<file path="src/design/sfr_pkg.sv">
// Shared constants for the stuffed frame receiver: buffer depth, status codes, register map.
package sfr_pkg;

  localparam int FRAME_BUFFER_DEPTH = 64;

  localparam logic [1:0] ST_PAYLOAD  = 2'd0;
  localparam logic [1:0] ST_MISMATCH = 2'd1;
  localparam logic [1:0] ST_SHORT    = 2'd2;
  localparam logic [1:0] ST_OVERFLOW = 2'd3;

  localparam logic [1:0] CFG_START_IDX  = 2'd0;
  localparam logic [1:0] CFG_END_IDX    = 2'd1;
  localparam logic [1:0] CFG_ESCAPE_IDX = 2'd2;

  localparam logic [7:0] START_RESET  = 8'd2;
  localparam logic [7:0] END_RESET    = 8'd3;
  localparam logic [7:0] ESCAPE_RESET = 8'd32;

endpackage

</file>
<file path="src/design/stuffed_frame_receiver_unit.sv">
// Top level of the byte-stuffed frame receiver with XOR check byte.
// Body bytes flow at one per cycle while in_stall is low.
// A status item follows its closing byte through the command queue and the registered output
// stage; a payload run also passes the buffer's read port, then flows at one byte per cycle while out_stall is low.
// Input is held off from a good frame's closing byte until its last byte reaches the output.
// Reset (rst, synchronous, active high) restores default framing bytes and goes idle;
// the frame buffer is not cleared, since only bytes of the current frame are read back.
module stuffed_frame_receiver_unit #(
  parameter int FRAME_BUFFER_DEPTH = sfr_pkg::FRAME_BUFFER_DEPTH
) (
  input  logic       clk,
  input  logic       rst,
  input  logic       in_valid,
  output logic       in_stall,
  input  logic [7:0] rx_byte,
  output logic       out_valid,
  input  logic       out_stall,
  output logic [7:0] payload_byte,
  output logic [1:0] frame_status,
  output logic       is_last,
  input  logic       cfg_valid,
  output logic       cfg_ready,
  input  logic [1:0] cfg_index,
  input  logic [7:0] cfg_data
);

  // Buffer index width; the raw and decoded counters share it since neither exceeds depth-1.
  localparam int AW = $clog2(FRAME_BUFFER_DEPTH);

  logic          cmd_push;
  logic [AW+1:0] push_data;
  logic          fifo_full;
  logic          cmd_pop;
  logic          cmd_valid;
  logic [AW+1:0] cmd_data;
  logic          replay_done;
  logic          mem_we;
  logic [AW-1:0] mem_waddr;
  logic [7:0]    mem_wdata;

  // The parser classifies each byte and writes decoded bytes straight into the buffer.
  sfr_front #(
    .D  (FRAME_BUFFER_DEPTH),
    .AW (AW)
  ) u_front (
    .clk         (clk),
    .rst         (rst),
    .in_valid    (in_valid),
    .in_stall    (in_stall),
    .rx_byte     (rx_byte),
    .cfg_valid   (cfg_valid),
    .cfg_ready   (cfg_ready),
    .cfg_index   (cfg_index),
    .cfg_data    (cfg_data),
    .cmd_push    (cmd_push),
    .cmd_data    (push_data),
    .fifo_full   (fifo_full),
    .replay_done (replay_done),
    .mem_we      (mem_we),
    .mem_waddr   (mem_waddr),
    .mem_wdata   (mem_wdata)
  );

  // Each command is a status code plus, for good frames, the payload length.
  sfr_cmd_fifo #(
    .W (AW + 2)
  ) u_fifo (
    .clk       (clk),
    .rst       (rst),
    .push      (cmd_push),
    .push_data (push_data),
    .full      (fifo_full),
    .pop       (cmd_pop),
    .cmd_valid (cmd_valid),
    .cmd_data  (cmd_data)
  );

  // The sequencer turns commands into result items behind a registered output stage.
  sfr_back #(
    .D  (FRAME_BUFFER_DEPTH),
    .AW (AW)
  ) u_back (
    .clk          (clk),
    .rst          (rst),
    .mem_we       (mem_we),
    .mem_waddr    (mem_waddr),
    .mem_wdata    (mem_wdata),
    .cmd_valid    (cmd_valid),
    .cmd_data     (cmd_data),
    .cmd_pop      (cmd_pop),
    .replay_done  (replay_done),
    .out_valid    (out_valid),
    .out_stall    (out_stall),
    .payload_byte (payload_byte),
    .frame_status (frame_status),
    .is_last      (is_last)
  );

endmodule

</file>
<file path="src/design/sfr_cmd_fifo.sv">
// Two-entry command queue between the frame parser and the result sequencer.
module sfr_cmd_fifo #(
  parameter int W = 8
) (
  input  logic         clk,
  input  logic         rst,
  input  logic         push,
  input  logic [W-1:0] push_data,
  output logic         full,
  input  logic         pop,
  output logic         cmd_valid,
  output logic [W-1:0] cmd_data
);

  logic [W-1:0] slots [2];
  logic         wr_ptr;
  logic         rd_ptr;
  logic [1:0]   count;

  assign full      = (count == 2'd2);
  assign cmd_valid = (count != 2'd0);
  assign cmd_data  = slots[rd_ptr];

  always_ff @(posedge clk) begin
    if (push) begin
      slots[wr_ptr] <= push_data;
    end
  end

  always_ff @(posedge clk) begin
    if (rst) begin
      wr_ptr <= 1'b0;
      rd_ptr <= 1'b0;
      count  <= 2'd0;
    end else begin
      if (push) begin
        wr_ptr <= ~wr_ptr;
      end
      if (pop) begin
        rd_ptr <= ~rd_ptr;
      end
      case ({push, pop})
        2'b10:   count <= count + 2'd1;
        2'b01:   count <= count - 2'd1;
        default: count <= count;
      endcase
    end
  end

endmodule

</file>
<file path="src/design/sfr_front.sv">
// Frame parser: configuration registers, framing, unescaping, checksum and buffer writes.
module sfr_front #(
  parameter int D  = sfr_pkg::FRAME_BUFFER_DEPTH,
  parameter int AW = $clog2(D)
) (
  input  logic          clk,
  input  logic          rst,
  input  logic          in_valid,
  output logic          in_stall,
  input  logic [7:0]    rx_byte,
  input  logic          cfg_valid,
  output logic          cfg_ready,
  input  logic [1:0]    cfg_index,
  input  logic [7:0]    cfg_data,
  output logic          cmd_push,
  output logic [AW+1:0] cmd_data,
  input  logic          fifo_full,
  input  logic          replay_done,
  output logic          mem_we,
  output logic [AW-1:0] mem_waddr,
  output logic [7:0]    mem_wdata
);

  logic [7:0]    start_byte;
  logic [7:0]    end_byte;
  logic [7:0]    escape_byte;

  logic          in_frame, in_frame_next;
  logic [AW-1:0] raw_count, raw_count_next;
  logic [AW-1:0] decoded_count, decoded_count_next;
  logic          escape_pending, escape_pending_next;
  logic [7:0]    running_xor, running_xor_next;
  logic          replay_pending;
  logic          accept;
  logic [1:0]    push_status;
  logic [AW-1:0] push_count;

  assign cfg_ready = 1'b1;
  // The buffer must not change while a good frame is being replayed.
  assign in_stall  = fifo_full || replay_pending;
  assign accept    = in_valid && !in_stall;
  assign mem_waddr = decoded_count;
  assign mem_wdata = escape_pending ? (rx_byte ^ escape_byte) : rx_byte;
  assign cmd_data  = {push_status, push_count};

  always_comb begin
    in_frame_next       = in_frame;
    raw_count_next      = raw_count;
    decoded_count_next  = decoded_count;
    escape_pending_next = escape_pending;
    running_xor_next    = running_xor;
    cmd_push            = 1'b0;
    push_status         = sfr_pkg::ST_PAYLOAD;
    push_count          = '0;
    mem_we              = 1'b0;
    if (accept) begin
      if (!in_frame) begin
        if (rx_byte == start_byte) begin
          in_frame_next       = 1'b1;
          raw_count_next      = '0;
          decoded_count_next  = '0;
          escape_pending_next = 1'b0;
          running_xor_next    = '0;
        end
      end else if (raw_count >= AW'(D - 1)) begin
        in_frame_next       = 1'b0;
        raw_count_next      = '0;
        decoded_count_next  = '0;
        escape_pending_next = 1'b0;
        running_xor_next    = '0;
        cmd_push            = 1'b1;
        push_status         = sfr_pkg::ST_OVERFLOW;
      end else if (rx_byte == start_byte) begin
        raw_count_next      = '0;
        decoded_count_next  = '0;
        escape_pending_next = 1'b0;
        running_xor_next    = '0;
      end else if (rx_byte == end_byte) begin
        in_frame_next       = 1'b0;
        raw_count_next      = '0;
        decoded_count_next  = '0;
        escape_pending_next = 1'b0;
        running_xor_next    = '0;
        cmd_push            = 1'b1;
        if (decoded_count < AW'(2)) begin
          push_status = sfr_pkg::ST_SHORT;
        end else if (running_xor != 8'd0) begin
          push_status = sfr_pkg::ST_MISMATCH;
        end else begin
          push_status = sfr_pkg::ST_PAYLOAD;
          push_count  = decoded_count - AW'(1);
        end
      end else begin
        raw_count_next = raw_count + AW'(1);
        if (escape_pending || (rx_byte != escape_byte)) begin
          mem_we             = 1'b1;
          decoded_count_next = decoded_count + AW'(1);
          running_xor_next   = running_xor ^ mem_wdata;
          escape_pending_next = 1'b0;
        end else begin
          escape_pending_next = 1'b1;
        end
      end
    end
  end

  always_ff @(posedge clk) begin
    if (rst) begin
      start_byte     <= sfr_pkg::START_RESET;
      end_byte       <= sfr_pkg::END_RESET;
      escape_byte    <= sfr_pkg::ESCAPE_RESET;
      in_frame       <= 1'b0;
      raw_count      <= '0;
      decoded_count  <= '0;
      escape_pending <= 1'b0;
      running_xor    <= '0;
      replay_pending <= 1'b0;
    end else begin
      if (cfg_valid && cfg_ready) begin
        unique case (cfg_index)
          sfr_pkg::CFG_START_IDX:  start_byte  <= cfg_data;
          sfr_pkg::CFG_END_IDX:    end_byte    <= cfg_data;
          sfr_pkg::CFG_ESCAPE_IDX: escape_byte <= cfg_data;
          default: ;
        endcase
      end
      in_frame       <= in_frame_next;
      raw_count      <= raw_count_next;
      decoded_count  <= decoded_count_next;
      escape_pending <= escape_pending_next;
      running_xor    <= running_xor_next;
      if (cmd_push && (push_status == sfr_pkg::ST_PAYLOAD)) begin
        replay_pending <= 1'b1;
      end else if (replay_done) begin
        replay_pending <= 1'b0;
      end
    end
  end

endmodule

</file>
<file path="src/design/sfr_back.sv">
// Result sequencer: holds the frame buffer and replays payloads or emits status items.
module sfr_back #(
  parameter int D  = sfr_pkg::FRAME_BUFFER_DEPTH,
  parameter int AW = $clog2(D)
) (
  input  logic          clk,
  input  logic          rst,
  input  logic          mem_we,
  input  logic [AW-1:0] mem_waddr,
  input  logic [7:0]    mem_wdata,
  input  logic          cmd_valid,
  input  logic [AW+1:0] cmd_data,
  output logic          cmd_pop,
  output logic          replay_done,
  output logic          out_valid,
  input  logic          out_stall,
  output logic [7:0]    payload_byte,
  output logic [1:0]    frame_status,
  output logic          is_last
);

  typedef enum logic {
    IDLE,
    RUN
  } state_t;

  state_t        state;
  logic [7:0]    buffer [D];
  logic [7:0]    rd_data;
  logic [AW-1:0] rd_ptr;
  logic [AW-1:0] rd_addr;
  logic [AW-1:0] total;
  logic          slot_free;
  logic          run_last;
  logic [1:0]    cmd_status;
  logic [AW-1:0] cmd_count;

  assign cmd_status  = cmd_data[AW+1:AW];
  assign cmd_count   = cmd_data[AW-1:0];
  assign slot_free   = !out_valid || !out_stall;
  assign run_last    = (rd_ptr == AW'(total - AW'(1)));
  assign cmd_pop     = (state == IDLE) && cmd_valid && slot_free;
  assign replay_done = (state == RUN) && slot_free && run_last;

  // Read address runs one ahead so that during a run the registered read data holds buffer[rd_ptr].
  always_comb begin
    if (state == RUN && slot_free) begin
      rd_addr = rd_ptr + AW'(1);
    end else if (state == RUN) begin
      rd_addr = rd_ptr;
    end else begin
      rd_addr = '0;
    end
  end

  always_ff @(posedge clk) begin
    if (mem_we) begin
      buffer[mem_waddr] <= mem_wdata;
    end
    rd_data <= buffer[rd_addr];
  end

  always_ff @(posedge clk) begin
    if (rst) begin
      state     <= IDLE;
      out_valid <= 1'b0;
      rd_ptr    <= '0;
      total     <= '0;
    end else begin
      unique case (state)
        IDLE: begin
          if (cmd_pop) begin
            if (cmd_status == sfr_pkg::ST_PAYLOAD) begin
              out_valid <= 1'b0;
              total     <= cmd_count;
              rd_ptr    <= '0;
              state     <= RUN;
            end else begin
              out_valid    <= 1'b1;
              payload_byte <= 8'd0;
              frame_status <= cmd_status;
              is_last      <= 1'b1;
            end
          end else if (slot_free) begin
            out_valid <= 1'b0;
          end
        end
        RUN: begin
          if (slot_free) begin
            out_valid    <= 1'b1;
            payload_byte <= rd_data;
            frame_status <= sfr_pkg::ST_PAYLOAD;
            is_last      <= run_last;
            if (run_last) begin
              state <= IDLE;
            end else begin
              rd_ptr <= rd_ptr + AW'(1);
            end
          end
        end
        default: state <= IDLE;
      endcase
    end
  end

endmodule

</file>
<file path="config.mk">
export PLATFORM = sky130hd
export DESIGN_NAME = stuffed_frame_receiver_unit
export DESIGN_NICKNAME = d
export VERILOG_FILES = /design/src/design/sfr_pkg.sv /design/src/design/stuffed_frame_receiver_unit.sv /design/src/design/sfr_cmd_fifo.sv /design/src/design/sfr_front.sv /design/src/design/sfr_back.sv
export SDC_FILE = /design/constraint.sdc
export NUM_CORES = 1
export LEC_CHECK = 0
export BUFFER_PORTS_ARGS = -buffer_cell sky130_fd_sc_hd__buf_2
export CAP_MARGIN = 20
export CORE_UTILIZATION = 30
export DETAILED_ROUTE_END_ITERATION = 8
export PLACE_DENSITY = 0.51
export SLEW_MARGIN = 20
export SYNTH_ARGS = -nofsm -noshare
export SYNTH_HDL_FRONTEND = slang
export SYNTH_HIERARCHICAL = 1
export SYNTH_SLANG_ARGS = --single-unit
</file>
<file path="constraint.sdc">
create_clock -name clk -period 4.71 [get_ports clk]
set_input_delay 0.2355 -clock clk [delete_from_list [all_inputs] [get_ports clk]]
set_output_delay 0.2355 -clock clk [all_outputs]
set_load 0.1 [all_outputs]
</file>
==> results of run 1 <==
routing by layer:
layer / share of wire (%) / vias to the layer above / routed length [um]
li1: - / 5761 / -
met1: 44 / 6774 / 25590
met2: 49 / 283 / 28380
met3: 4.4 / 78 / 2555
met4: 2.5 / 0 / 1432
met5: 0 / - / 0
cell families (layout without fill, tap and decap cells):
logic type	Yosys count	after routing	share of synthesized area (%)
DFF	613	613	71.74
and+or+nand+nor	305	305	6.437
AOI/OAI and AO/OA	167	167	4.776
muxes	161	161	13.09
buffers and inverters	101	223	1.788
xor gates and xnor gates	52	52	1.849
adders and majority gates	6	6	0.3048
other	1	1	0.01523
synthesized netlist by cell type (5+ instances only):
library cell,count
buf_2,13
mux2_2,8
a21oi_1,49
dfxtp_1,74
nand3_1,38
clkbuf_1,47
buf_4,6
o21ai_1,6
mux4_2,128
or3_1,12
nor2_1,121
nand2b_1,7
nor3_1,7
mux2i_1,25
a31oi_1,7
or4_1,10
ha_1,6
inv_1,27
and2_1,12
xor2_1,15
xnor2_1,37
and3_1,5
nor2b_1,12
a22oi_1,65
o311ai_2,7
nand2_1,30
edfxtp_1,539
nand3b_1,16
nor4_1,5
o21ai_0,8
nand4_1,7
sequential cells by signal, indices dropped and copies added, names as in the netlist, 2 cells and up, named ones only:
register,cells
u_fifo/count,2
u_back/payload_byte,8
u_back/rd_data,8
u_front/running_xor,8
u_back/buffer,512
u_front/start_byte,8
u_front/escape_byte,8
u_fifo/slots,16
u_front/raw_count,6
u_back/frame_status,2
u_front/end_byte,8
u_back/total,6
u_front/mem_waddr,6
u_back/rd_ptr,6
worst max-delay path, stage by stage, from the launching register on:
cell and delay, ns:
dfxtp_1 0.38, and2b_2 0.25, nor3b_2 0.30, nand2_1 0.20, a31oi_1 0.21, and3_1 0.37
nor2b_1 0.30, nand2_1 0.43, nor2_1 0.82
power breakdown:
part           switching (uW)  internal [uW]
sequential               6.02           5910
clock                    2040           2990
combinational             133           43.7
total                    2180           8940
per-stage QoR:
step,cell area (um^2),cells,power (uW)
2_1_floorplan,24630,1406,6121
3_3_place_gp,26270,2465,6200
3_5_place_dp,26270,2465,6205
4_1_cts,28440,2588,11260
5_1_grt,28450,2588,11460
6_report,28450,2588,11120
timing repair:
| item | CTS | global route |
|---|---|---|
| hold endpoints to repair | 26 | 0 |
| setup endpoints to repair | 0 | 0 |
| hold buffers | 9 | 0 |
| setup buffers | 0 | 0 |
cell type report:
type                    count  share of cell area (%)
multi-input cells         692                   23.27
flip-flops and latches    613                   62.10
repair buffers             81                   2.261
well taps                1060                   4.662
clock inverters            24                  0.7653
inverters                  28                  0.3695
clock buffers              90                   6.567
path summary, 6_finish.rpt:
kind,start,endpoint,slack [ns],cells past startpoint
hold / removal,out_stall,u_back/out_valid,0.08,3
setup / recovery,u_fifo/count[0],u_back/buffer[56][4],1.06,8
hold reg to reg,u_front/raw_count[1],u_front/raw_count[1],0.47,2
setup reg to reg,u_fifo/count[0],u_back/buffer[56][4],1.06,8
==> out/metrics.yaml, run 1 <==
floorplan:
  dieWidth_um: 288.5
  start_util_pct: 30.43
  core_region_area_um2: 80940
  io_pins: 37
  die_area_um2: 83240
  rows: 104
  die_y_um: 288.5
worst_setup_path:
  crit_type: "flip-flop to flip-flop"
  start_kind: "flip-flop"
  critical_path_required_ns: 4.92
  critPathCaptureType: "flip-flop"
  cp_max_fo: 8
  cp.arrival_ns: 3.86
clocking:
  h-tree-depth: 3
  cts_tree: "built"
  clk_latency_ns: 0.60
  cts_resized: 0
  clockRootBuffer: "clkbuf_16"
  cts_sinks: 613
  clockBufferDepth: 3
  clkTransAtPathRegs_ns: 0.06
  cts_buffers: 66
min_path:
  min_path_type: "input port to flip-flop"
yosys:
  synth_edf_count: 539
  ys_warn_count: 6
  synth_area_leaders: "edfxtp_1, mux4_2, dfxtp_1, a22oi_1, nor2_1"
  synth_nets: 1435
  ys_seq_area_share_pct: 71.74
  synthArstFlopShare_pct: 0
  yosys.area.top_type_share_pct: 65.73
  yosys.area.top_type: "edfxtp_1"
  ys.flop_type: "edfxtp_1"
  yosysUniqueCellTypes: 63
  synth_area_um2: 24630
  avgSynthCellArea_um2: 17.52
  netlist_instances: 1406
  ys_ff_latch: 613
timing:
  min_period_over_period_pct: 77.50
  hold_violations: 0
  period_minus_slack_ns: 3.650
  setup_viol: 0
  slew_headroom_pct: 28.41
  finalWorstSetupSlack_ns: 1.060
  fin_setup_tns_ns: 0
  hold_slack_ns: 0.08339
  fmax_mhz: 274.0
  worstMarginPinSlew_ns: 1.074
  rsz0062_at_grt: "false"
  fin_skew_ns: 0.02281
  maxSlewViolCount: 0
placed_design:
  pre_cts_slack_ns: 1.093
  portBuffers: 35
  finalWeightedCongestion: 0.7565
  hpwlAfterDp_mm: 36.38
routing:
  drt-pass1-iter-count: 7
  drt_iter0_drc: 958
  vias: 12900
  postRouteAntennaNets: 0
  drc: 2
  wl_mm: 57.95
  wl_per_cell_um: 22.39
  vias_per_cell: 4.983
grt:
  met2_usage_pct: 23.39
  grt_max_degree: 73
  grt_use_total_pct: 14.19
  grt_pass1_vias: 13440
  grt_antenna_before_repair: 2
  gr-total-overflow: 0
  grt_first_pass_wirelength_mm: 87.43
  grt_use_met3_pct: 2.101
  top_usage_layer: "met2"
  grtUsageMet1_pct: 19.03
layout:
  final_util_pct: 35.15
  most-common-layout-cells: "edfxtp_1, mux4_2, nor2_1"
  nFillCells: 7623
  layout_commonest_cell: "edfxtp_1"
  n_antenna_cell: 0
  fin_nets: 1511
  multiInputGateArea_um2: 6620
  regArea_um2: 17670
  final_layout_size_suffix_gt1_share_pct: 21.66
  syn2layout_area_growth_pct: 15.52
flow_run:
  cap_violations: 0
power_and_ir_drop:
  ir_drop_mv: 0.2281
  p_leak_uw: 0.008965
  powerDensity_nw_per_um2: 390.9
outcome:
  violations: "design-rule violations"
  run_status: "finished with violations"
No activity file was read; power rests on OpenSTA's default activity.
==> inputs of run 2 (changes only) <==
clock period = 3.7 ns   (was 4.71 ns; I/O delays follow)
==> run 2 against run 1 <==
The flow still finishes with violations (design-rule violations). Via count grew 1.5%. Clock skew is 0.0012 ns higher. Sequential cell count unchanged. Sequential power rose by 27%. Routed wire length up 0.25%. Clock-buffer cell count shrank 6. Utilization increased by 0.83 points. Die area stayed put. Clock power is 36% higher. Maximum frequency is 9.8% higher. Design area rose by 2.4%. Critical path type unchanged. Largest cell class unchanged. Highest routed layer unchanged.
==> out/metrics.yaml, run 2 (synthesis gave the netlist of run 1 again) <==
outcome:
  run_status: "finished with violations"
  violations: "design-rule violations"
worst_setup_path:
  timing.rr.start: "u_back/out_valid"
  cp_max_fo: 40  # +32
  crit_type: "flip-flop to flip-flop"
  critical_path_cell_count: 8  # unchanged
  r2r_slack_ns: 0.38  # -0.68 ns
  path_buf_inv: 2  # +2
  critPathCaptureType: "flip-flop"
  cp.arrival_ns: 3.80  # -0.06 ns
  cp_top_family: "compound AO/OA/AOI/OAI gates"
  startpoint: "u_back/out_valid"
  crit_path_max_incr_delay_ns: 0.54  # -0.28 ns
  start_kind: "flip-flop"
  reg2regPathDepth: 8  # unchanged
  crit_chain: "a21oi_1 > o21ai_4 > buf_12 > buf_12 > mux4_2 > a22oi_1 > a21oi_1 > or4_1"
  critical_path_required_ns: 4.17  # -0.75 ns
  crit_slowest_cell: "mux4_2"
  reg2reg_to: "u_back/rd_data[2]"
  cp-endpoint: "u_back/rd_data[2]"
placed_design:
  hpwlAfterDp_mm: 36.40  # about the same
  portBuffers: 35  # unchanged
  finalWeightedCongestion: 0.7858  # +3.9%
clocking:
  cts_tree: "built"
  cts_resized: 0  # unchanged
  cts_sinks: 613  # unchanged
  postCtsSetupBuffers: 0  # unchanged
  clockBufferDepth: 3  # unchanged
  cts_buffers: 66  # unchanged
  clockRootBuffer: "clkbuf_16"
  clk_latency_ns: 0.61  # about the same
  clkTransAtPathRegs_ns: 0.06  # about the same
  h-tree-depth: 3  # unchanged
  holdBufCountCts: 8  # -1
timing:
  min_period_over_period_pct: 89.82  # +12 points
  fmax_mhz: 300.9  # +9.8%
  worstMarginPinSlew_ns: 0.9993  # -0.07465 ns
  period_minus_slack_ns: 3.323  # -0.3270 ns
  rsz0062_at_grt: "false"
  fin_skew_ns: 0.02402  # +0.001208 ns
  fin_setup_tns_ns: 0  # unchanged
  setup_viol: 0  # unchanged
  slew_headroom_pct: 33.38  # +5.0 points
  maxSlewViolCount: 0  # unchanged
  hold_violations: 0  # unchanged
layout:
  final_layout_size_suffix_gt1_share_pct: 25.45  # +3.8 points
  largest-register: "u_back/buffer"
  regArea_um2: 17670  # unchanged
  multiInputGateArea_um2: 6616  # about the same
  most-common-layout-cells: "edfxtp_1, mux4_2, nor2_1"
  nFillCells: 7563  # -0.79%
  n_antenna_cell: 0  # unchanged
  layout_commonest_cell: "edfxtp_1"
  final_util_pct: 35.98  # +0.83 points
  largest_reg_flops: 512  # unchanged
  syn2layout_area_growth_pct: 18.26
  fin_nets: 1576  # +4.3%
  top_regs: "u_back/buffer: 512 flops, u_fifo/slots: 16 flops"
routing:
  postRouteAntennaNets: 0  # unchanged
  wl_per_cell_um: 21.88  # -2.3%
  drt-pass1-iter-count: 7  # unchanged
  vias: 13090  # +1.5%
  wl_mm: 58.09  # +0.25%
  vias_per_cell: 4.930  # -1.1%
  drc: 2  # unchanged
  drt_iter0_drc: 994  # +3.8%
grt:
  grt_pass1_vias: 13600  # +1.2%
  grt_first_pass_wirelength_mm: 87.89  # +0.53%
  grt_use_total_pct: 14.21  # +0.018 points
  grt_max_degree: 66  # -9.6%
  grt_antenna_before_repair: 0  # -2
  gr-total-overflow: 0  # unchanged
flow_run:
  cap_violations: 0  # unchanged
floorplan:
  rows: 104  # unchanged
  dieWidth_um: 288.5  # unchanged
  core_region_area_um2: 80940  # unchanged
  start_util_pct: 30.43  # unchanged
  io_pins: 37  # unchanged
  die_area_um2: 83240  # unchanged
  die_y_um: 288.5  # unchanged
power_and_ir_drop:
  ir_drop_mv: 0.2794  # +23%
  powerDensity_nw_per_um2: 500.2  # +28%
  p_leak_uw: 0.009407  # +4.9%
min_path:
  min_path_type: "input port to flip-flop"
[run 2: how the worst min path moves through the flow]
stage                startpoint               endpoint  cells past startpoint
floorplan                   rst        u_fifo/count[1]                      1
global placement    cfg_data[1]  u_front/start_byte[1]                      2
detailed placement  cfg_data[1]  u_front/start_byte[1]                      2
CTS                   out_stall       u_back/out_valid                      3
global route          out_stall       u_back/out_valid                      3
finish                out_stall       u_back/out_valid                      3
[run 2: through the flow]
stage | std cells | area (um^2) | setup WS [ns] | total power, uW | hold slack, ns
finish | 2655 | 29120 | 0.3767 | 14570 | 0.05499
global route | 2655 | 29120 | 0.1618 | 15010 | 0.06925
CTS | 2655 | 29120 | 0.3129 | 14750 | 0.03353
detailed placement | 2531 | 26790 | 0.3230 | 7895 | 0.4571
global placement | 2531 | 26790 | 0.3352 | 7887 | 0.4519
floorplan | 1406 | 24630 | 0.3761 | 7791 | 0.2541
[run 2: per-layer routing]
metal,GRT usage (%),wire length (um),vias to the layer above
met4,4.167,1005,0
met5,0,0,-
met2,24.11,29300,229
li1,-,-,5886
met3,1.983,2013,62
met1,18.91,25770,6912
[run 2: worst register-to-register path, delay by kind of cell (launching register included)]
family	cells	cell delay, ns
multiplexers	1	0.57
AND/OR/NAND/NOR	1	0.53
buffers and inverters	2	0.69
flip-flops	1	0.50
AO/OA/AOI/OAI	4	0.92
[run 2: area by class of cell]
cell class                      instances  area share (%)
Timing Repair Buffer                  146           3.961
Inverter                               28          0.3609
Tap cell                             1060           4.554
Multi-Input combinational cell        692           22.72
Clock buffer                           84           6.260
Sequential cell                       613           60.66
Clock inverter                         32           1.482
[run 2: report_power, final]
| part | switching (uW) | total (uW) | internal (uW) |
|---|---|---|---|
| Sequential | 7.40 | 7530 | 7520 |
| Combinational | 166 | 221 | 55.1 |
| Clock | 2690 | 6820 | 4140 |
| Total | 2860 | 14600 | 11700 |
